$ cat src/hdl/trsm_pkg.sv
`default_nettype none

package trsm_pkg;

   // Burst length default and its legal ceiling (the data ports are eight bytes wide).
   localparam int unsigned BurstBytesDefault = 8;
   localparam int unsigned MaxBurstBytes     = 8;

   // Request command codes. Codes 5..7 are treated as a plain tick.
   localparam logic [2:0] CMD_TICK   = 3'd0;
   localparam logic [2:0] CMD_SREAD  = 3'd1;
   localparam logic [2:0] CMD_SWRITE = 3'd2;
   localparam logic [2:0] CMD_BREAD  = 3'd3;
   localparam logic [2:0] CMD_BWRITE = 3'd4;

   // Clock burst command bytes.
   localparam logic [7:0] BURST_READ_CMD  = 8'hBF;
   localparam logic [7:0] BURST_WRITE_CMD = 8'hBE;

   typedef enum logic [2:0] {
      PH_IDLE,
      PH_SET,
      PH_HIGH,
      PH_LOW,
      PH_RHIGH,
      PH_RLOW,
      PH_STOP
   } phase_type;

   // One result beat as produced by the link engine.
   typedef struct packed {
      logic        chip_enable;
      logic        serial_clock;
      logic        io_out;
      logic        io_drive;
      logic        busy;
      logic        done;
      logic [63:0] read_bytes;
   } tick_result_type;

endpackage

`default_nettype wire

$ cat src/hdl/trsm_engine.sv
`default_nettype none

module trsm_engine #(
   parameter int unsigned BURST_BYTES = trsm_pkg::BurstBytesDefault
) (
   input  wire logic                   clock,
   input  wire logic                   reset,
   input  wire logic                   step,
   input  wire logic [2:0]             cmd,
   input  wire logic [7:0]             reg_address,
   input  wire logic [63:0]            write_bytes,
   input  wire logic                   io_in,
   output trsm_pkg::tick_result_type   result
);
   import trsm_pkg::*;

   localparam int unsigned DataWidth = BURST_BYTES * 8;
   localparam int unsigned PosWidth  = $clog2(DataWidth);

   phase_type              phase_ff, phase_in;
   logic [2:0]             bit_count_ff, bit_count_in;
   logic [3:0]             byte_count_ff, byte_count_in;
   logic [2:0]             operation_ff, operation_in;
   logic [DataWidth-1:0]   tx_shift_ff, tx_shift_in;
   logic [7:0]             command_byte_ff, command_byte_in;
   logic [DataWidth-1:0]   rx_shift_ff, rx_shift_in;
   logic                   ce_ff, ce_in;
   logic                   clk_ff, clk_in;
   logic                   io_ff, io_in_next;
   logic                   drive_ff, drive_in;
   logic                   pend_valid_ff, pend_valid_in;
   logic [PosWidth-1:0]    pend_pos_ff, pend_pos_in;

   logic                   is_read;
   logic                   is_burst;
   logic [3:0]             data_bytes;
   logic [3:0]             byte_m1;
   logic [PosWidth-1:0]    tx_pos;
   logic [3:0]             byte_inc;

   always_ff @(posedge clock) begin
      if (reset) begin
         phase_ff        <= PH_IDLE;
         bit_count_ff    <= '0;
         byte_count_ff   <= '0;
         operation_ff    <= '0;
         tx_shift_ff     <= '0;
         command_byte_ff <= '0;
         rx_shift_ff     <= '0;
         ce_ff           <= 1'b0;
         clk_ff          <= 1'b0;
         io_ff           <= 1'b0;
         drive_ff        <= 1'b0;
         pend_valid_ff   <= 1'b0;
         pend_pos_ff     <= '0;
      end else if (step) begin
         phase_ff        <= phase_in;
         bit_count_ff    <= bit_count_in;
         byte_count_ff   <= byte_count_in;
         operation_ff    <= operation_in;
         tx_shift_ff     <= tx_shift_in;
         command_byte_ff <= command_byte_in;
         rx_shift_ff     <= rx_shift_in;
         ce_ff           <= ce_in;
         clk_ff          <= clk_in;
         io_ff           <= io_in_next;
         drive_ff        <= drive_in;
         pend_valid_ff   <= pend_valid_in;
         pend_pos_ff     <= pend_pos_in;
      end
   end

   assign is_read    = (operation_ff == CMD_SREAD) || (operation_ff == CMD_BREAD);
   assign is_burst   = (operation_ff == CMD_BREAD) || (operation_ff == CMD_BWRITE);
   assign data_bytes = is_burst ? 4'(BURST_BYTES) : 4'd1;
   assign byte_m1    = byte_count_ff - 4'd1;
   assign tx_pos     = PosWidth'({byte_m1, bit_count_ff});
   assign byte_inc   = byte_count_ff + 4'd1;

   always_comb begin
      phase_in        = phase_ff;
      bit_count_in    = bit_count_ff;
      byte_count_in   = byte_count_ff;
      operation_in    = operation_ff;
      tx_shift_in     = tx_shift_ff;
      command_byte_in = command_byte_ff;
      rx_shift_in     = rx_shift_ff;
      ce_in           = ce_ff;
      clk_in          = clk_ff;
      io_in_next      = io_ff;
      drive_in        = drive_ff;
      pend_valid_in   = pend_valid_ff;
      pend_pos_in     = pend_pos_ff;
      result.busy       = (phase_ff != PH_IDLE);
      result.done       = 1'b0;
      result.read_bytes = '0;

      // A bit sampled on the tick after the clock fell.
      if ((phase_ff == PH_RHIGH || phase_ff == PH_STOP) && pend_valid_ff) begin
         if (io_in) begin
            rx_shift_in[pend_pos_ff] = 1'b1;
         end
         pend_valid_in = 1'b0;
      end

      case (phase_ff)
         PH_IDLE: begin
            if (cmd >= CMD_SREAD && cmd <= CMD_BWRITE) begin
               operation_in = cmd;
               case (cmd)
                  CMD_SREAD:  command_byte_in = reg_address | 8'h01;
                  CMD_SWRITE: command_byte_in = reg_address & 8'hFE;
                  CMD_BREAD:  command_byte_in = BURST_READ_CMD;
                  default:    command_byte_in = BURST_WRITE_CMD;
               endcase
               tx_shift_in   = (cmd == CMD_SWRITE)
                             ? DataWidth'(write_bytes[7:0])
                             : write_bytes[DataWidth-1:0];
               rx_shift_in   = '0;
               bit_count_in  = '0;
               byte_count_in = '0;
               pend_valid_in = 1'b0;
               ce_in         = 1'b1;
               clk_in        = 1'b0;
               drive_in      = 1'b1;
               phase_in      = PH_SET;
               result.busy   = 1'b1;
            end
         end
         PH_SET: begin
            if (byte_count_ff == 4'd0) begin
               io_in_next = command_byte_ff[bit_count_ff];
            end else begin
               io_in_next = tx_shift_ff[tx_pos];
            end
            phase_in = PH_HIGH;
         end
         PH_HIGH: begin
            clk_in   = 1'b1;
            phase_in = PH_LOW;
         end
         PH_LOW: begin
            // Last command bit of a read: release data, keep clock high.
            if (byte_count_ff == 4'd0 && bit_count_ff == 3'd7 && is_read) begin
               drive_in      = 1'b0;
               bit_count_in  = '0;
               byte_count_in = '0;
               phase_in      = PH_RHIGH;
            end else begin
               clk_in = 1'b0;
               if (bit_count_ff == 3'd7) begin
                  bit_count_in  = '0;
                  byte_count_in = byte_inc;
                  phase_in      = (byte_inc > data_bytes) ? PH_STOP : PH_SET;
               end else begin
                  bit_count_in = bit_count_ff + 3'd1;
                  phase_in     = PH_SET;
               end
            end
         end
         PH_RHIGH: begin
            clk_in   = 1'b1;
            phase_in = PH_RLOW;
         end
         PH_RLOW: begin
            clk_in        = 1'b0;
            pend_valid_in = 1'b1;
            pend_pos_in   = PosWidth'({byte_count_ff, bit_count_ff});
            if (bit_count_ff == 3'd7) begin
               bit_count_in  = '0;
               byte_count_in = byte_inc;
               phase_in      = (byte_inc >= data_bytes) ? PH_STOP : PH_RHIGH;
            end else begin
               bit_count_in = bit_count_ff + 3'd1;
               phase_in     = PH_RHIGH;
            end
         end
         default: begin
            ce_in       = 1'b0;
            result.done = 1'b1;
            result.busy = 1'b1;
            if (is_read) begin
               result.read_bytes = 64'(rx_shift_in);
            end
            phase_in = PH_IDLE;
         end
      endcase

      result.chip_enable  = ce_in;
      result.serial_clock = clk_in;
      result.io_out       = io_in_next;
      result.io_drive     = drive_in;
   end

endmodule

`default_nettype wire

$ cat src/hdl/three_wire_rtc_serial_master_core.sv
`default_nettype none

// Three-wire serial RTC master (chip enable, serial clock, bidirectional data,
// LSB first). Every req beat is one bit-timing tick and carries the sampled
// data pin; every tick yields exactly one rsp beat with the pin levels after
// that tick, busy, a done pulse on the stop tick and, on the stop tick of a
// read, the bytes read (zero otherwise). While idle, req_cmd starts a single
// read, single write, clock burst read (0xBF) or clock burst write (0xBE);
// commands arriving while busy are ignored. Throughput is one tick per clock
// when rsp is not back-pressured: a beat is captured in an input register, and
// when it steps, the link engine advances its state and the rsp register loads
// the result. Both stages advance together whenever the rsp register is empty
// or being drained, so back-pressure on rsp stalls the link state with no loss.
module three_wire_rtc_serial_master_core #(
   parameter int unsigned BURST_BYTES = trsm_pkg::BurstBytesDefault
) (
   input  wire logic        clock,
   input  wire logic        reset,
   // request channel: one tick per beat
   input  wire logic        req_valid,
   output      logic        req_ready,
   input  wire logic [2:0]  req_cmd,
   input  wire logic [7:0]  req_reg_address,
   input  wire logic [63:0] req_write_bytes,
   input  wire logic        req_io_in,
   // response channel: one result per tick
   output      logic        rsp_valid,
   input  wire logic        rsp_ready,
   output      logic        rsp_chip_enable,
   output      logic        rsp_serial_clock,
   output      logic        rsp_io_out,
   output      logic        rsp_io_drive,
   output      logic        rsp_busy_res,
   output      logic        rsp_done_res,
   output      logic [63:0] rsp_read_bytes
);
   import trsm_pkg::*;

   // input register
   logic            s1_valid_ff, s1_valid_in;
   logic [2:0]      s1_cmd_ff;
   logic [7:0]      s1_addr_ff;
   logic [63:0]     s1_wdata_ff;
   logic            s1_io_ff;

   // result register
   logic            rsp_valid_ff, rsp_valid_in;
   tick_result_type rsp_ff;

   tick_result_type tick_result;
   logic            step;
   logic            req_beat;

   // The engine commits a tick when the captured beat can move into the
   // result register.
   assign step      = s1_valid_ff && (!rsp_valid_ff || rsp_ready);
   assign req_ready = !s1_valid_ff || step;
   assign req_beat  = req_valid && req_ready;

   assign s1_valid_in  = req_beat || (s1_valid_ff && !step);
   assign rsp_valid_in = step || (rsp_valid_ff && !rsp_ready);

   always_ff @(posedge clock) begin
      if (reset) begin
         s1_valid_ff  <= 1'b0;
         rsp_valid_ff <= 1'b0;
      end else begin
         s1_valid_ff  <= s1_valid_in;
         rsp_valid_ff <= rsp_valid_in;
      end
   end

   always_ff @(posedge clock) begin
      if (req_beat) begin
         s1_cmd_ff   <= req_cmd;
         s1_addr_ff  <= req_reg_address;
         s1_wdata_ff <= req_write_bytes;
         s1_io_ff    <= req_io_in;
      end
      if (step) begin
         rsp_ff <= tick_result;
      end
   end

   trsm_engine #(
      .BURST_BYTES (BURST_BYTES)
   ) u_engine (
      .clock       (clock),
      .reset       (reset),
      .step        (step),
      .cmd         (s1_cmd_ff),
      .reg_address (s1_addr_ff),
      .write_bytes (s1_wdata_ff),
      .io_in       (s1_io_ff),
      .result      (tick_result)
   );

   assign rsp_valid        = rsp_valid_ff;
   assign rsp_chip_enable  = rsp_ff.chip_enable;
   assign rsp_serial_clock = rsp_ff.serial_clock;
   assign rsp_io_out       = rsp_ff.io_out;
   assign rsp_io_drive     = rsp_ff.io_drive;
   assign rsp_busy_res     = rsp_ff.busy;
   assign rsp_done_res     = rsp_ff.done;
   assign rsp_read_bytes   = rsp_ff.read_bytes;

   // An empty result register never holds off the request side.
   a_ready_when_drained: assert property (@(posedge clock) disable iff (reset)
      !rsp_valid_ff |-> req_ready)
      else $error("req_ready low with empty result register");

   // The stop tick always drops chip enable and reports busy.
   a_done_beat_pins: assert property (@(posedge clock) disable iff (reset)
      (rsp_valid_ff && rsp_ff.done) |-> (!rsp_ff.chip_enable && rsp_ff.busy))
      else $error("done beat with chip enable high or busy low");

   // Read data shows up on the done beat only.
   a_read_data_on_done: assert property (@(posedge clock) disable iff (reset)
      (rsp_valid_ff && !rsp_ff.done) |-> (rsp_ff.read_bytes == 64'd0))
      else $error("read data outside a done beat");

   // A tick committed while the result register holds an untaken beat
   // would overwrite it.
   a_no_overwrite: assert property (@(posedge clock) disable iff (reset)
      (rsp_valid_ff && !rsp_ready) |-> !step)
      else $error("result register overwritten under back-pressure");

endmodule

`default_nettype wire

$ cat config.mk
export PLATFORM = sky130hd
export DESIGN_NAME = three_wire_rtc_serial_master_core
export DESIGN_NICKNAME = d
export VERILOG_FILES = /design/src/hdl/trsm_pkg.sv /design/src/hdl/trsm_engine.sv /design/src/hdl/three_wire_rtc_serial_master_core.sv
export SDC_FILE = /design/constraint.sdc
export NUM_CORES = 1
export LEC_CHECK = 0
export BUFFER_PORTS_ARGS = -buffer_cell sky130_fd_sc_hd__clkbuf_2
export CORE_ASPECT_RATIO = 0.75
export CORE_MARGIN = 3
export CORE_UTILIZATION = 30
export DETAILED_ROUTE_END_ITERATION = 16
export SYNTH_ARGS = -nofsm -noshare
export SYNTH_HDL_FRONTEND = slang
export SYNTH_SLANG_ARGS = --single-unit
$ cat constraint.sdc
create_clock -name clock -period 7.7 [get_ports clock]
set_input_delay 0.77 -clock clock [delete_from_list [all_inputs] [get_ports clock]]
set_output_delay 0.77 -clock clock [all_outputs]
set_load 0.1 [all_outputs]
; ---- Word-level counts from Yosys, hierarchy flattened
; Index checks and enable logic that the tools add are counted.
[classes]
mux = 45
addsub = 3
bitwise_logic = 2
eq_ne = 14
shift = 0
reduce_logical = 32
order_cmp = 8
div_mod_pow = 0
multipliers = 0
[ops]
columns = op, count
row1 = 64-bit 2-to-1 mux, 6
row2 = 65-bit 2-to-1 mux, 1
row3 = 64-bit bitwise OR, 1
row4 = 3-bit 2-to-1 mux, 8
row5 = 8-bit case mux with 3 select lines, 1
row6 = 3-bit case mux with 6 select lines, 1
row7 = 4-bit 2-to-1 mux, 4
row8 = "3-bit by 2-bit equality test with 1-bit output, second input constant", 5
row9 = "3-bit equality test, second input constant", 5
row10 = "6-bit by 7-bit less-than comparator with 1-bit output, second input constant", 2
row11 = 1-bit 2-to-1 mux, 13
row12 = 4-bit case mux with 3 select lines, 1
row13 = "3-bit by 1-bit equality test with 1-bit output, second input constant", 3
row14 = 1-bit logical AND, 9
row15 = 3-bit case mux with 3 select lines, 1
row16 = 1-bit case mux with 2 select lines, 4
row17 = 1-bit logical OR, 7
row18 = 7-bit OR reduction, 1
row19 = 1-bit binary-select mux with 6-bit select, 1
row20 = 1-bit demux with 6-bit select, 1
row21 = "6-bit by 1-bit >= comparator with 1-bit output, second input constant", 1
row22 = 3-bit AND reduction, 2
row23 = 3-bit nonzero test, 2
row24 = 6-bit OR reduction, 1
row25 = 19 further kinds, 23
[word_totals]
elab_cells = 130
register_bits = 308
mem_bits_ro = 0
inputBits = 80
mem_bits_rw = 0
output_inout_bits = 72
latch_bits = 0
memories = 0

; ---- Depth between registers and ports, before layout
; Gate-level depths: netlist of the first run.
[depth]
word_depth = 9
ltp_mapped = 10
mapped_depth_nobuf = 9

; ---- Hierarchy
; A second synthesis of the first run with hierarchy kept.
[unflattened]
hier_cells = 963
area_unflattened_um2 = 11514.8
[modules_own_cells]
columns = module, area_per_inst_um2, cells_per_inst, seq_area_each_um2, n_inst
row1 = trsm_engine, 7026.7, 807, 3203.1, 1
row2 = three_wire_rtc_serial_master_core, 4488.1, 156, 4424.2, 1

; ---- Worst setup path after synthesis of the first run
; No wires, ideal clock.
[synth_timing]
path_kind = register to register
startpoint = register rsp_valid_ff (netlist: rsp_valid)
endpoint = register s1_addr_ff[1], enable pin
arrival_ns = 3.485
slack_ns = 3.774
synth_period_minus_slack_ns = 3.926
t_required_ns = 7.259
setup_ns = 0.441
path_stages_with_launch = 4
n_path_buf = 0
path_cell_list = dfxtp_1 nor2b_1 nand2_1 and2_1
[synth_via]
elab_chain_len = 5
[synth_lines]
columns = item, line_no
row1 = from (decl), three_wire_rtc_serial_master_core.sv:47  ; logic rsp_valid_ff, rsp_valid_in;
row2 = from (signal assigned), three_wire_rtc_serial_master_core.sv:69  ; rsp_valid_ff <= rsp_valid_in;
row3 = 1-bit zero test, three_wire_rtc_serial_master_core.sv:56  ; assign step = s1_valid_ff && (!rsp_valid_ff || rsp_ready);
row4 = 1-bit logical OR, three_wire_rtc_serial_master_core.sv:56
row5 = 1-bit logical AND, three_wire_rtc_serial_master_core.sv:56
row6 = 1-bit logical OR, three_wire_rtc_serial_master_core.sv:57  ; assign req_ready = !s1_valid_ff || step;
row7 = named net req_ready, three_wire_rtc_serial_master_core.sv:21  ; output logic req_ready,
row8 = 1-bit logical AND, three_wire_rtc_serial_master_core.sv:58  ; assign req_beat = req_valid && req_ready;
row9 = named net req_beat, three_wire_rtc_serial_master_core.sv:52  ; logic req_beat;
row10 = to (signal assigned), three_wire_rtc_serial_master_core.sv:76  ; s1_addr_ff <= req_reg_address;
row11 = to (decl), three_wire_rtc_serial_master_core.sv:42  ; logic [7:0] s1_addr_ff;
; The timed path passes the listed nets, and every way through them passes these cells.
; A chain may end at the register's enable or synchronous reset.

; ---- Worst setup path after layout of the first run
[layout_timing]
startpoint = register rsp_valid_ff (netlist: rsp_valid)
endpoint = register u_engine.pend_pos_ff[5]
[layout_via]
elab_chain_len = 4
[layout_lines]
columns = item, line_no
row1 = 1-bit zero test, three_wire_rtc_serial_master_core.sv:56
row2 = 1-bit logical OR, three_wire_rtc_serial_master_core.sv:56
row3 = 1-bit logical AND, three_wire_rtc_serial_master_core.sv:56
row4 = 2-bit AND reduction (no source line), -
row5 = to (signal assigned), trsm_engine.sv:69  ; pend_pos_ff <= pend_pos_in;
row6 = to (decl), trsm_engine.sv:32  ; logic [PosWidth-1:0] pend_pos_ff, pend_pos_in;
; No other way between the ends.

==> results.md, run 1 <==
Yosys:
- The cell area after synthesis is 0.0116 sq mm.
- Ranked by total cell area, the synthesized netlist is headed by sky130_fd_sc_hd__edfxtp_1, sky130_fd_sc_hd__dfxtp_1, sky130_fd_sc_hd__a21oi_1, sky130_fd_sc_hd__nor2_1, sky130_fd_sc_hd__a22o_1.
- Of all cell types, the one taking the most synthesized area is sky130_fd_sc_hd__edfxtp_1.
- In the synthesized netlist the dominant register cell turns out to be sky130_fd_sc_hd__dfxtp_1.
- The number of nets in the synthesized netlist is 1,080.
- The number of storage elements in the synthesis netlist is 307.
- The number of enable-type register cells in the synthesized netlist is about 150.
- Averaged over all synthesized cells, the footprint is around 12 sq um.
- The distinct cell type count of the synthesized netlist is between 50 and 60.
- Counting flops with an async set or reset pin after synthesis yields a share of 0%.
- The share of the Yosys chip area taken by registers is 65.4%.
- During synthesis, Yosys emitted a total of 0 warnings.
- The number of standard cells after synthesis is 994.
- The area fraction of the dominant cell type after synthesis is 37.5%.
- Sorting the synthesized cells by how often they occur yields sky130_fd_sc_hd__nor2_1, sky130_fd_sc_hd__dfxtp_1, sky130_fd_sc_hd__a21oi_1.
- sky130_fd_sc_hd__nor2_1 is the most common cell in the netlist.

Clock tree:
- The post-CTS resize count is 0.
- CTS placed an instance of sky130_fd_sc_hd__clkbuf_16 at the clock tree root.
- The clock passes through at most 3 buffers.
- The post-CTS setup repair buffer count is 0.
- The clock tree from TritonCTS is done.
- After clock tree synthesis, the clock-pin slew on the worst setup and hold paths is 60 ps.
- The hold buffer count at CTS is 0.
- The latest clock arrival within the worst-skew pair is 540 ps.
- The H-tree depth reported by CTS is 2.
- The number of clock sinks is ~310.
- The CTS buffer count is 35.

Worst setup path:
- On the worst path, the slowest cell contributes a delay of 790 ps.
- Traced cell by cell, the critical path runs through nor2b_1 -> nand2b_1 -> inv_2 -> buf_4 -> nand3_1 -> mux2i_1 -> nor2_1.
- The worst setup path startpoint is rsp_valid.
- The slowest stage of the critical path belongs to the cell sky130_fd_sc_hd__buf_4.
- The worst path required time is 8080 ps.
- For the worst flop-to-flop path, the logic depth is 7.
- The endpoint identified for the worst register-to-register timing path is u_engine.pend_pos_ff[5].
- The data arrival time at the worst-slack endpoint is 3250 ps.
- The end of the critical path is u_engine.pend_pos_ff[5].
- The type of origin of the critical path is a flop.
- The setup slack of the worst register-to-register path is 4840 ps.
- The top fanout value on the critical path is 81.
- The startpoint identified for the worst register-to-register timing path is rsp_valid.
- STA classifies the critical path endpoint as a flop.
- The startpoint-to-endpoint class of the critical path is flop to flop.

Timing:
- For the pin with the worst max-slew slack, the measured transition is 1320 ps.
- Once routing completed, OpenROAD measured the worst setup slack at 4840 ps.
- Setup total negative slack on the finished layout was measured at 0 ps.
- The routed design could run at a clock period as short as 2860 ps.
- The relative slew slack is between 10% and 20%.
- Across the routed clock network, the largest skew measured is 34.5 ps.
- The hold violation total from the final report is 0.
- The final max-slew violation count is 0.
- Setup repair after global routing left no endpoint under its margin.
- Static timing analysis puts the maximum clock frequency at 349 MHz.
- The total of endpoints with negative setup slack in the final report is 0.
- The share of the clock period used by the worst path after layout is a little under two fifths.

Global route:
- The number of antenna violations at the first check in global routing is 0.
- The final global-route overflow total is 0.
- The via count of the first global-routing pass came to 7,732.
- Entering global routing, the biggest net connects 82 pins.
- The first global-routing pass estimated ~43,000 microns of wire.
- Global routing used 13.4% of the available tracks.

Job:
- Max-cap violations in this run came to 0.

Drt:
- The detailed-route wire length is about 28,000 microns.
- The first-pass iteration count of the detailed router is 5.
- The routed wirelength normalized by instance count is 16.8 microns.
- The number of DRC violations after detailed routing is 0.
- The detailed-route via count is 7,976.
- In the routed layout, each cell is associated on average with a via count of 4.79.
- The detail route stage leaves a number of antenna-violating nets equal to 0.
- For this block, the initial DRC count from the detailed router was 617.

Layout:
- The number of antenna diodes in the final layout is 0.
- The area growth from synthesis to layout is 19.3%.
- The finished layout cell area is roughly 0.014 sq mm.
- The final-layout fill cell count is 3,664.
- The final-stage net count is 1,219.
- The post-route netlist has 21.3% of its cells at a drive strength greater than 1.

Power and ir drop:
- The sequential share of power is 49.5%.
- The fraction of power consumed by the clock network is 43.0%.
- The relative contribution of combinational cells to total power is 7.5%.
- The design internal power is 2.71 mW.
- The leakage component of the power is 4.96 nW.
- Across the VDD grid, the largest voltage drop is 132 uV.
- The power per standard cell area is 262 mW/mm^2.
- The net switching fraction of the power is 25.4%.
- The analysis attributes to net switching a power of 0.922 mW.

Placed design:
- The final RePlAce weighted congestion is just under 0.8.
- The post-placement setup slack is 4240 ps.
- The final HPWL from detailed placement is 18,200 microns.
- The cell area reported after detailed placement is 0.0128 sq mm.
- The quantity of I/O buffers inserted on ports is 150.

Floorplanning:
- The die width is 233 microns.
- Once the floorplan was initialized, standard cells occupied 30.9% of the core.
- The floorplan has 61 rows.
- The area of the die is 0.0412 sq mm.
- The number of primary I/O pins is 152.
- The core box area is 0.0376 sq mm.
- From bottom edge to top edge, the die measures 176 microns.

Hold path:
- In this run the worst hold path is classified as input port to flop.

Outcome:
- The run finished with clean final reports.
==> critical path, delay by kind of cell, from the launching register on <==
kind	cells	cell delay, ps
buffers and inverters	2	950
flip-flops	1	310
multiplexers	1	280
AND/OR/NAND/NOR	4	1190
==> power groups by stage <==
stage | Clock (mW) | Combinational (mW) | Sequential (mW)
2_1_floorplan | 0 | 0.0791 | 1.96
3_3_place_gp | 0 | 0.274 | 1.83
3_5_place_dp | 0 | 0.277 | 1.83
4_1_cts | 1.62 | 0.277 | 1.80
5_1_grt | 1.69 | 0.291 | 1.80
6_report | 1.56 | 0.274 | 1.80
==> layer usage <==
| layer | wire length [microns] | vias to the layer above | share of wire (%) | global-route usage (%) |
|---|---|---|---|---|
| li1 | - | 3878 | - | - |
| met1 | 13100 | 3870 | 47 | 19.1 |
| met2 | 12500 | 185 | 45 | 20.1 |
| met3 | 1740 | 43 | 6.2 | 3.15 |
| met4 | 572 | 0 | 2.0 | 4.18 |
| met5 | 0 | - | 0 | 0 |
==> state kept, by name (all words and copies together), names as in the netlist, 3 cells and up <==
signal                    cells
s1_addr_ff                    7
u_engine.tx_shift_ff         64
u_engine.byte_count_ff        4
s1_wdata_ff                  64
u_engine.rx_shift_ff         64
s1_cmd_ff                     3
u_engine.operation_ff         3
u_engine.phase_ff             3
rsp_read_bytes               64
u_engine.bit_count_ff         3
u_engine.command_byte_ff      8
u_engine.pend_pos_ff          6
==> cells in the final DEF, fill, tap and decap left out, types with 3 or more instances in the layout <==
| cell type | netlist | final |
|---|---|---|
| sky130_fd_sc_hd__a211oi_1 | 3 | 3 |
| sky130_fd_sc_hd__a21oi_1 | 155 | 155 |
| sky130_fd_sc_hd__a22o_1 | 56 | 56 |
| sky130_fd_sc_hd__a22oi_1 | 7 | 7 |
| sky130_fd_sc_hd__a31oi_1 | 12 | 12 |
| sky130_fd_sc_hd__and3_1 | 4 | 4 |
| sky130_fd_sc_hd__buf_4 | 9 | 17 |
| sky130_fd_sc_hd__clkbuf_1 | 28 | 8 |
| sky130_fd_sc_hd__clkbuf_16 | 0 | 35 |
| sky130_fd_sc_hd__clkbuf_2 | 1 | 150 |
| sky130_fd_sc_hd__clkinv_1 | 0 | 5 |
| sky130_fd_sc_hd__clkinv_2 | 0 | 6 |
| sky130_fd_sc_hd__clkinvlp_4 | 0 | 3 |
| sky130_fd_sc_hd__dfxtp_1 | 162 | 162 |
| sky130_fd_sc_hd__edfxtp_1 | 145 | 145 |
| sky130_fd_sc_hd__ha_1 | 6 | 6 |
| sky130_fd_sc_hd__inv_1 | 15 | 14 |
| sky130_fd_sc_hd__mux2i_1 | 21 | 21 |
| sky130_fd_sc_hd__mux4_2 | 12 | 12 |
| sky130_fd_sc_hd__nand2_1 | 43 | 42 |
| sky130_fd_sc_hd__nand2b_1 | 6 | 6 |
| sky130_fd_sc_hd__nand3_1 | 10 | 10 |
| sky130_fd_sc_hd__nor2_1 | 174 | 173 |
| sky130_fd_sc_hd__nor2b_1 | 14 | 14 |
| sky130_fd_sc_hd__nor3_1 | 25 | 25 |
| sky130_fd_sc_hd__nor3_2 | 5 | 4 |
| sky130_fd_sc_hd__nor3b_1 | 4 | 4 |
| sky130_fd_sc_hd__o21ai_0 | 8 | 8 |
| sky130_fd_sc_hd__xnor2_1 | 3 | 3 |
==> layout make-up <==
class	instances	area [sq um]	share of cell area, %
Sequential cell	307	7600	54.8
Multi-Input combinational cell	607	3620	26.1
Clock buffer	43	906	6.53
Timing Repair Buffer	167	878	6.34
Tap cell	504	631	4.55
Clock inverter	21	175	1.26
Inverter	15	56.3	0.406
==> worst min path at each step <==
stage,slack (ps),startpoint,end,cells after the start
floorplan,430,u_engine.command_byte_ff[6],u_engine.command_byte_ff[6],2
global placement,440,u_engine.tx_shift_ff[0],u_engine.tx_shift_ff[0],2
detailed placement,440,s1_wdata_ff[17],u_engine.tx_shift_ff[17],1
CTS,390,req_write_bytes[41],s1_wdata_ff[41],1
global route,390,req_write_bytes[45],s1_wdata_ff[45],1
finish,420,req_write_bytes[54],s1_wdata_ff[54],1
==> per-stage QoR <==
| stage | cells | power [mW] | utilization, % | hold WS, ps |
|---|---|---|---|---|
| final | 1664 | 3.63 | 36.8 | 419 |
| after global routing | 1664 | 3.78 | 36.8 | 390 |
| after CTS | 1664 | 3.69 | 36.8 | 391 |
| after detailed placement | 1600 | 2.11 | 34.0 | 443 |
| after global placement | 1600 | 2.10 | 34.0 | 442 |
| after floorplan | 994 | 2.04 | - | 429 |
==> cells by family (layout without fill, tap and decap cells) <==
logic type	Yosys count	after routing	synth area share [%]
flops	307	307	65.4
simple gates	306	306	12.2
compound gates	256	256	13.5
buf+inv	80	246	3.64
mux	34	34	4.23
fa+ha+maj	6	6	0.646
xor+xnor	5	5	0.377
Note: power is estimated with default switching activity, not from simulation.
==> run 2, diff against run 1 <==
- clock period: 7.7 -> 2.6 ns (I/O delays scaled with it)
==> run 2 against run 1 <==
- register-to-register slack lost 4600 ps
- global-route usage increased by 0.64 points
- flip-flop and latch count unchanged
- clock power grew to 3.1 times the previous value
- design area is 8.0% higher
- utilization rose by 2.9 points
- setup slack worse by 4600 ps
- critical path type unchanged
- die area unchanged
- via count increased by 4.7%
- routed wire length grew 3.4%
- largest cell class unchanged
==> results.md, run 2 (same netlist as run 1, synthesis figures left out) <==
Drt:
- The routed wirelength normalized by instance count is 16.4 microns (-2.4%).
- The first-pass iteration count of the detailed router is 5 (unchanged).
- The detailed-route via count is 8,354 (+4.7%).
- The detail-routed via count per cell is 4.74 (-1.1%).
- The number of DRC violations after detailed routing is 0 (unchanged).
- The antenna violation net count after detailed routing came to 0 (unchanged).
- The detailed-route wire length is 28,900 microns (+3.4%).
- The detailed router's first-iteration violation count is 594 (-3.7%).

Worst setup path:
- The setup slack of the worst register-to-register path was 270 ps (-4570 ps).
- The end of the critical path is u_engine.rx_shift_ff[21].
- The endpoint of the worst register-to-register path is u_engine.rx_shift_ff[21].
- The worst setup path startpoint is s1_cmd_ff[0].
- The launch point of the worst reg-to-reg path is s1_cmd_ff[0].
- STA classifies the critical path endpoint as a flop.
- The data arrival time at the worst-slack endpoint is 2690 ps (-560 ps).
- The worst path required time is 2960 ps (-5120 ps).
- The top fanout value on the critical path came to 64 (-21%).
- The path depth of the worst reg2reg path is 6 (-1).
- The setup path with the least slack is of type flop to flop.
- The type of origin of the critical path is a flop.

Global route:
- The via count of the first global-routing pass is 8,270 (+7.0%).
- The overall routing resource usage is 14.0% (+0.64 points).
- The wire length of the first global-routing pass is 45,700 microns (+5.6%).
- The maximum number of pins on one net before global-route repair came to 65 (-21%).
- The final global-route overflow total was 0 (unchanged).
- The number of antenna violations at the first check in global routing is 0 (unchanged).

Layout:
- The number of antenna cells inserted is 0 (unchanged).
- The post-route core utilization was 39.8% (+2.9 points).
- The area occupied by multi-input gates is 0.00362 sq mm (unchanged).
- The area growth from synthesis to layout is 28.8%.
- The filler-free cell count of the finished design is 1,763 (+5.9%).
- The final-layout fill cell count came to 3,536 (-3.5%).
- The share of cells above drive strength 1 is 21.8% (+0.55 points).
- The area used by sequential logic in the layout was 0.00760 sq mm (about the same).
- Leaving out fill and tap cells, the most frequent cells in the layout are sky130_fd_sc_hd__nor2_1, sky130_fd_sc_hd__dfxtp_1, sky130_fd_sc_hd__a21oi_1.
- The final-stage net count is 1,319 (+8.2%).
- The most common cell after layout, fill and taps aside is sky130_fd_sc_hd__nor2_1.

Placed design:
- The post-placement setup slack came to 196 ps (-4040 ps).
- The final HPWL from detailed placement is 19,100 microns (+4.6%).
- The post-placement cell count is 1,624 (+1.5%).
- The final RePlAce weighted congestion is 0.843 (+7.1%).
- The quantity of I/O buffers inserted on ports was 150 (unchanged).

Floorplanning:
- The area of the die came to 0.0412 sq mm (unchanged).
- The number of primary I/O pins was 152 (unchanged).
- The die width was 233 microns (unchanged).
- The initial standard-cell utilization of the core is 30.9% (unchanged).
- The core box area is 0.0376 sq mm (unchanged).
- The row count is 61 (unchanged).
- The vertical extent of the die is 176 microns (unchanged).

Hold path:
- The worst hold path class is input port to flop.
- The number of instances on the worst hold path is 4 (+3).

Clock tree:
- The H-tree depth reported by CTS came to 2 (unchanged).
- The clock-pin slew reported for the worst setup and hold paths after clock tree synthesis is 60 ps (about the same).
- The number of clock sinks came to 307 (unchanged).
- The clock tree from TritonCTS is done.
- The latest clock arrival within the worst-skew pair is 520 ps (-20 ps).
- The clock tree root buffer cell is sky130_fd_sc_hd__clkbuf_16.
- The number of buffers between clock root and the deepest sink is 3 (unchanged).
- The CTS buffer count is 34 (-2.9%).

Outcome:
- The flow ran to the end, and the final reports show no timing, DRC or antenna violations.

Timing:
- The total of endpoints with negative setup slack in the final report is 0 (unchanged).
- The worst setup slack after layout is 265 ps (-4570 ps).
- Setup repair after global routing left no endpoint under its margin.
- The summed negative setup slack over all endpoints is 0 ps (unchanged).
- The relative slew slack is 16.7% (+5.2 points).
- The worst clock skew on the final layout is 31.2 ps (-3.34 ps).
- The hold violation total from the final report came to 0 (unchanged).
- The maximum operating frequency is 428 MHz (+23%).
- The transition time at the pin with the least slew margin was 1240 ps (-77.6 ps).
- The final period demand of the worst path is 2330 ps (-527 ps).
- The final max-slew violation count was 0 (unchanged).
- The share of the clock period used by the worst path after layout is 89.8% (+53 points).

Power and ir drop:
- The leakage component of the power is 5.48 nW (+11%).
- The maximum ir drop on the vdd rail is 393 uV (+200%).
- The power per standard cell area is 741 mW/mm^2 (+180%).

Job:
- The max capacitance violation total was 0 (unchanged).
## run 2: cell types whose count changed in the layout (fill, tap and decap cells not counted), moves of 2 or more
cell and change:
sky130_fd_sc_hd__buf_4 +18, sky130_fd_sc_hd__buf_12 +7, sky130_fd_sc_hd__dlygate4sd3_1 +76, sky130_fd_sc_hd__clkinvlp_4 -3
sky130_fd_sc_hd__clkinv_2 -2, sky130_fd_sc_hd__clkbuf_8 +5, sky130_fd_sc_hd__clkinv_1 -4
## run 2: layout make-up
cell class / instances / share of cell area (%)
Multi-Input combinational cell: 607 / 24.2
Sequential cell: 307 / 50.8
Timing Repair Buffer: 268 / 12.8
Inverter: 15 / 0.376
Clock buffer: 50 / 6.73
Clock inverter: 12 / 0.936
Tap cell: 504 / 4.21
## run 2: layer usage
layer / track usage [%] / part of all wire [%] / routed length, microns / vias to the layer above
met2: 21.2 / 44 / 12700 / 221
li1: - / - / - / 4082
met5: 0 / 0 / 0 / -
met4: 4.62 / 2.5 / 710 / 0
met3: 2.55 / 5.2 / 1510 / 52
met1: 20.2 / 48 / 14000 / 3999
## run 2: how the worst min path moves through the flow
stage	to	from	slack, ps
floorplan	s1_addr_ff[1]	req_reg_address[1]	360
global placement	s1_wdata_ff[54]	req_write_bytes[54]	440
detailed placement	s1_wdata_ff[46]	req_write_bytes[46]	440
CTS	rsp_valid	rsp_ready	30
global route	rsp_valid	rsp_ready	80
finish	rsp_valid	rsp_ready	60
## run 2: critical path: stages (launching register included)
cell and delay [ps]:
sky130_fd_sc_hd__edfxtp_1 490, sky130_fd_sc_hd__o21ai_1 310, sky130_fd_sc_hd__nand4_1 220, sky130_fd_sc_hd__nor2_1 310, sky130_fd_sc_hd__or2_2 170, sky130_fd_sc_hd__buf_4 530, sky130_fd_sc_hd__nor2_1 120
## run 2: where the power goes
part | internal [mW] | switching, mW | total, mW
logic | 0.244 | 0.679 | 0.924
registers | 5.24 | 0.0730 | 5.32
clock network | 2.92 | 1.94 | 4.86
total | 8.40 | 2.69 | 11.1
## run 2: per-stage QoR
| step | hold slack, ps | cell area, sq um | total power, mW |
|---|---|---|---|
| after floorplan | 359 | 11600 | 6.04 |
| after global placement | 439 | 13100 | 6.25 |
| after detailed placement | 439 | 13100 | 6.26 |
| after CTS | 30.1 | 15000 | 11.2 |
| after global routing | 75.8 | 15000 | 11.5 |
| final | 62.5 | 15000 | 11.1 |
## run 2: timing repair
item | in CTS | in global routing
setup buffers | 0 | 0
hold buffers | 76 | 0
gates resized for setup | 0 | 0
endpoints found under the hold margin | 76 | 0
==> run 3, diff against run 2 <==
- ABC_AREA: not set -> 1
==> run 3 against run 2 <==
- design area rose by 1.6%
- non-clock buffer count shrank 11
- first-iteration DRC count grew 1.7%
- die area up 3.1%
- total power shrank 1.0%
- worst hold slack lost 4.8 ps
- critical path depth rose by 5
- area after synthesis up 3.2%
- clock skew down 14 ps
- cell count up 11%
- clock-buffer cell count is 2 lower
- sequential share of layout area is 0.78 points lower
==> results.md, run 3 <==
Outcome:
- The run finished with clean final reports.

Yosys:
- The average size of a mapped cell was 10.0 sq um (-14%).
- The fraction of synthesized cell area in xor and xnor cells is 0.219% (-0.16 points).
- The number of standard cells after synthesis is 1,195 (+20%).
- The synthesized-area fraction occupied by ao, oa, aoi and oai cells is 9.05% (-4.5 points).
- The number of storage elements in the synthesis netlist is 307 (unchanged).
- The mux contribution to synthesized area is 0% (-4.2 points).
- The main combinational cell family by area after synthesis is simple AND/OR/NAND/NOR gates.
- The post-synthesis share of cell area spent on full adders, half adders and majority gates is 0.626% (-0.020 points).
- The primary flip-flop cell chosen by synthesis mapping is sky130_fd_sc_hd__dfxtp_1.
- The warning count from the yosys run is 0 (unchanged).
- The fraction of registers with async set/reset is 0% (unchanged).
- The area fraction of the dominant cell type after synthesis is 36.3% (-1.2 points).
- The distinct cell type count of the synthesized netlist is 42 (-26%).
- The simple-gate portion of the synthesized area came to 22.4% (+10 points).
- The post-synthesis net count came to 1,281 (+19%).
- The cell type with the highest aggregate area in the netlist is sky130_fd_sc_hd__edfxtp_1.
- Ranked by instance count, the synthesized netlist is headed by sky130_fd_sc_hd__nand2_1, sky130_fd_sc_hd__nor2_1, sky130_fd_sc_hd__dfxtp_1.
- The cell area after synthesis came to 0.0120 sq mm (+3.2%).
- Sorting the synthesized cells by area gives the leading types as sky130_fd_sc_hd__edfxtp_1, sky130_fd_sc_hd__dfxtp_1, sky130_fd_sc_hd__a21oi_1, sky130_fd_sc_hd__nand2_1, sky130_fd_sc_hd__nor2_1.
- The leading cell type by number of instances after synthesis is sky130_fd_sc_hd__nand2_1.
- The number of enable-type register cells in the synthesized netlist was 145 (unchanged).
- The part of the Yosys area used for sequential elements is 63.3% (-2.1 points).

Layout:
- The finished layout cell area is 0.0152 sq mm (+1.6%).
- The library cell used most frequently in the layout, excluding fill and tap cells, is sky130_fd_sc_hd__nand2_1.
- The share of cells above drive strength 1 came to 19.9% (-1.9 points).
- The final-layout fill cell count is 3,754 (+6.2%).
- The area growth from synthesis to layout is 26.7%.
- The final-stage net count was 1,503 (+14%).
- The library cells used most frequently in the layout, excluding fill and tap cells, are sky130_fd_sc_hd__nand2_1, sky130_fd_sc_hd__nor2_1, sky130_fd_sc_hd__dfxtp_1.
- The number of antenna cells inserted is 0 (unchanged).
- The post-route core utilization is 39.1% (-0.65 points).

Timing:
- The share of the clock period used by the worst path after layout was 79.0% (-11 points).
- The final max-slew violation count is 0 (unchanged).
- The worst clock skew on the final layout is 17.6 ps (-13.6 ps).
- Setup repair after global routing left no endpoint under its margin.
- The summed negative setup slack over all endpoints came to 0 ps (unchanged).
- The hold violation total from the final report came to 0 (unchanged).
- The maximum operating frequency is 487 MHz (+14%).
- The transition time at the pin with the least slew margin came to 1140 ps (-104 ps).
- The final period demand of the worst path is 2050 ps (-280 ps).
- The total of endpoints with negative setup slack in the final report is 0 (unchanged).
- The relative slew slack is 23.6% (+6.9 points).

Worst setup path:
- The path depth of the worst reg2reg path is 11 (+5).
- The worst path required time was 2860 ps (-100 ps).
- The endpoint of the worst register-to-register path is rsp_io_out.
- The worst setup path startpoint is u_engine.bit_count_ff[2].
- The type of destination of the critical path is a flop.
- The data arrival time at the worst-slack endpoint was 2320 ps (-370 ps).
- The launch point of the worst reg-to-reg path is u_engine.bit_count_ff[2].
- The critical path ends at rsp_io_out.
- The startpoint-to-endpoint class of the critical path is flop to flop.
- The top fanout value on the critical path is 10 (-84%).
- The setup slack of the worst register-to-register path is 550 ps (+280 ps).
- STA classifies the critical path startpoint as a flop.

Placed design:
- The final HPWL from detailed placement is 19,400 microns (+1.6%).
- The quantity of I/O buffers inserted on ports is 150 (unchanged).
- The cell area reported after detailed placement is 0.0134 sq mm (+2.5%).
- The final RePlAce weighted congestion is 0.828 (-1.9%).

Clock tree:
- The latest clock arrival within the worst-skew pair was 510 ps (about the same).
- The post-CTS resize count is 0 (unchanged).
- The number of clock sinks is 307 (unchanged).
- The hold buffer count at CTS was 76 (unchanged).
- The H-tree depth reported by CTS is 2 (unchanged).
- The post-CTS setup repair buffer count is 0 (unchanged).
- The clock-pin slew reported for the worst setup and hold paths after clock tree synthesis is 60 ps (about the same).
- The CTS buffer count was 34 (unchanged).
- In this run the clock root is driven by a sky130_fd_sc_hd__clkbuf_16.
- The number of buffers between clock root and the deepest sink is 3 (unchanged).
- The clock tree from TritonCTS is done.

Global route:
- The via count of the first global-routing pass was 8,760 (+5.9%).
- The maximum number of pins on one net before global-route repair is 76 (+17%).
- The number of antenna violations at the first check in global routing is 0 (unchanged).
- The wire length of the first global-routing pass is 48,300 microns (+5.7%).
- The overall routing resource usage is 14.2% (+0.21 points).
- The final global-route overflow total is 0 (unchanged).

Floorplanning:
- The vertical extent of the die is 179 microns (+1.6%).
- The number of primary I/O pins is 152 (unchanged).
- The die width came to 237 microns (+1.6%).
- The row count is 62 (+1.6%).
- The initial standard-cell utilization of the core came to 30.9% (about the same).
- The core box area is 0.0389 sq mm (+3.3%).
- The area of the die is 0.0424 sq mm (+3.1%).

Power and ir drop:
- The leakage component of the power is 5.37 nW (-2.0%).
- The power per standard cell area is 722 mW/mm^2 (-2.6%).
- The maximum ir drop on the vdd rail is 355 uV (-9.7%).

Hold path:
- The startpoint of the lowest-slack hold path is rsp_ready.
- The worst hold path class is input port to flop.

Drt:
- The detailed-route via count came to 9,240 (+11%).
- The number of DRC violations after detailed routing was 0 (unchanged).
- The antenna violation net count after detailed routing is 0 (unchanged).
- The detail-routed via count per cell is 4.73 (-0.21%).
- The first-pass iteration count of the detailed router was 5 (unchanged).
- The detailed-route wire length is 30,800 microns (+6.6%).
- The detailed router's first-iteration violation count is 604 (+1.7%).
- The routed wirelength normalized by instance count is 15.8 microns (-3.8%).

Job:
- The max capacitance violation total is 0 (unchanged).
==> run 3: cell count changes in the layout (fill, tap and decap cells not counted), sizes merged, moves of 11 or more <==
cell / change
nor2b: -14
nor4: +12
nor3: +35
inv: +26
buf: -11
mux4: -12
nand3: +110
a21oi: -18
mux2i: -21
o21ai: +36
nand2: +140
a22o: -56
a41oi: +12
==> run 3: worst min path at each step <==
stage	endpoint	slack, ps	depth (start not counted)
3_5_place_dp	s1_wdata_ff[62]	440	1
6_report	rsp_valid	60	4
5_1_grt	rsp_valid	70	4
2_1_floorplan	s1_addr_ff[1]	360	0
3_3_place_gp	s1_wdata_ff[4]	440	1
4_1_cts	rsp_valid	30	4
==> run 3: worst max-delay path, cell delays in order, from the launching register on <==
cell                       delay (ps)
sky130_fd_sc_hd__dfxtp_1          410
sky130_fd_sc_hd__clkinv_1         470
sky130_fd_sc_hd__nand3_1          310
sky130_fd_sc_hd__nand2_1          100
sky130_fd_sc_hd__nand2_1           70
sky130_fd_sc_hd__nand3_1           70
sky130_fd_sc_hd__nand3_1           80
sky130_fd_sc_hd__nand2_1           80
sky130_fd_sc_hd__nand2_1           70
sky130_fd_sc_hd__nand2_1           50
sky130_fd_sc_hd__nand2_1           70
sky130_fd_sc_hd__inv_1             40
==> run 3: logic make-up after synthesis <==
family	count (synthesis)
DFF	307
buffers and inverters	116
AOI/OAI and AO/OA	202
and+or+nand+nor	561
adders and majority gates	6
xor gates and xnor gates	3
==> run 3: through the flow <==
step / setup slack (ps) / total power, mW / instances / hold WS, ps
2_1_floorplan: 2.23 / 6.14 / 1195 / 359
3_3_place_gp: 560 / 6.38 / 1817 / 439
3_5_place_dp: 548 / 6.39 / 1817 / 439
4_1_cts: 524 / 11.1 / 1954 / 26.7
5_1_grt: 281 / 11.4 / 1954 / 67.8
6_report: 546 / 11.0 / 1954 / 57.7
==> run 3: final cells by class <==
type | instances | area [sq um] | share of cell area [%]
multi-input combinational | 772 | 3900 | 25.6
tap | 512 | 641 | 4.21
inverter | 45 | 178 | 1.17
clock inverter | 13 | 105 | 0.691
clock buffer | 48 | 965 | 6.34
timing repair buffer | 257 | 1820 | 12.0
sequential | 307 | 7600 | 50.0
==> run 3: per-layer routing <==
layer / wire length (microns) / part of all wire, % / global-route usage (%) / up-vias
met5: 0 / 0 / 0 / -
met3: 1650 / 5.4 / 2.77 / 55
li1: - / - / - / 4573
met4: 878 / 2.8 / 4.88 / 0
met1: 14700 / 48 / 20.2 / 4398
met2: 13600 / 44 / 21.7 / 214
==> run 3: where the power goes <==
part           switching, mW  internal, mW  total, mW  leakage [nW]
combinational          0.793         0.260       1.05          2.20
sequential            0.0746          5.25       5.32          2.66
clock                   1.91          2.70       4.60         0.513
total                   2.77          8.21       11.0          5.37
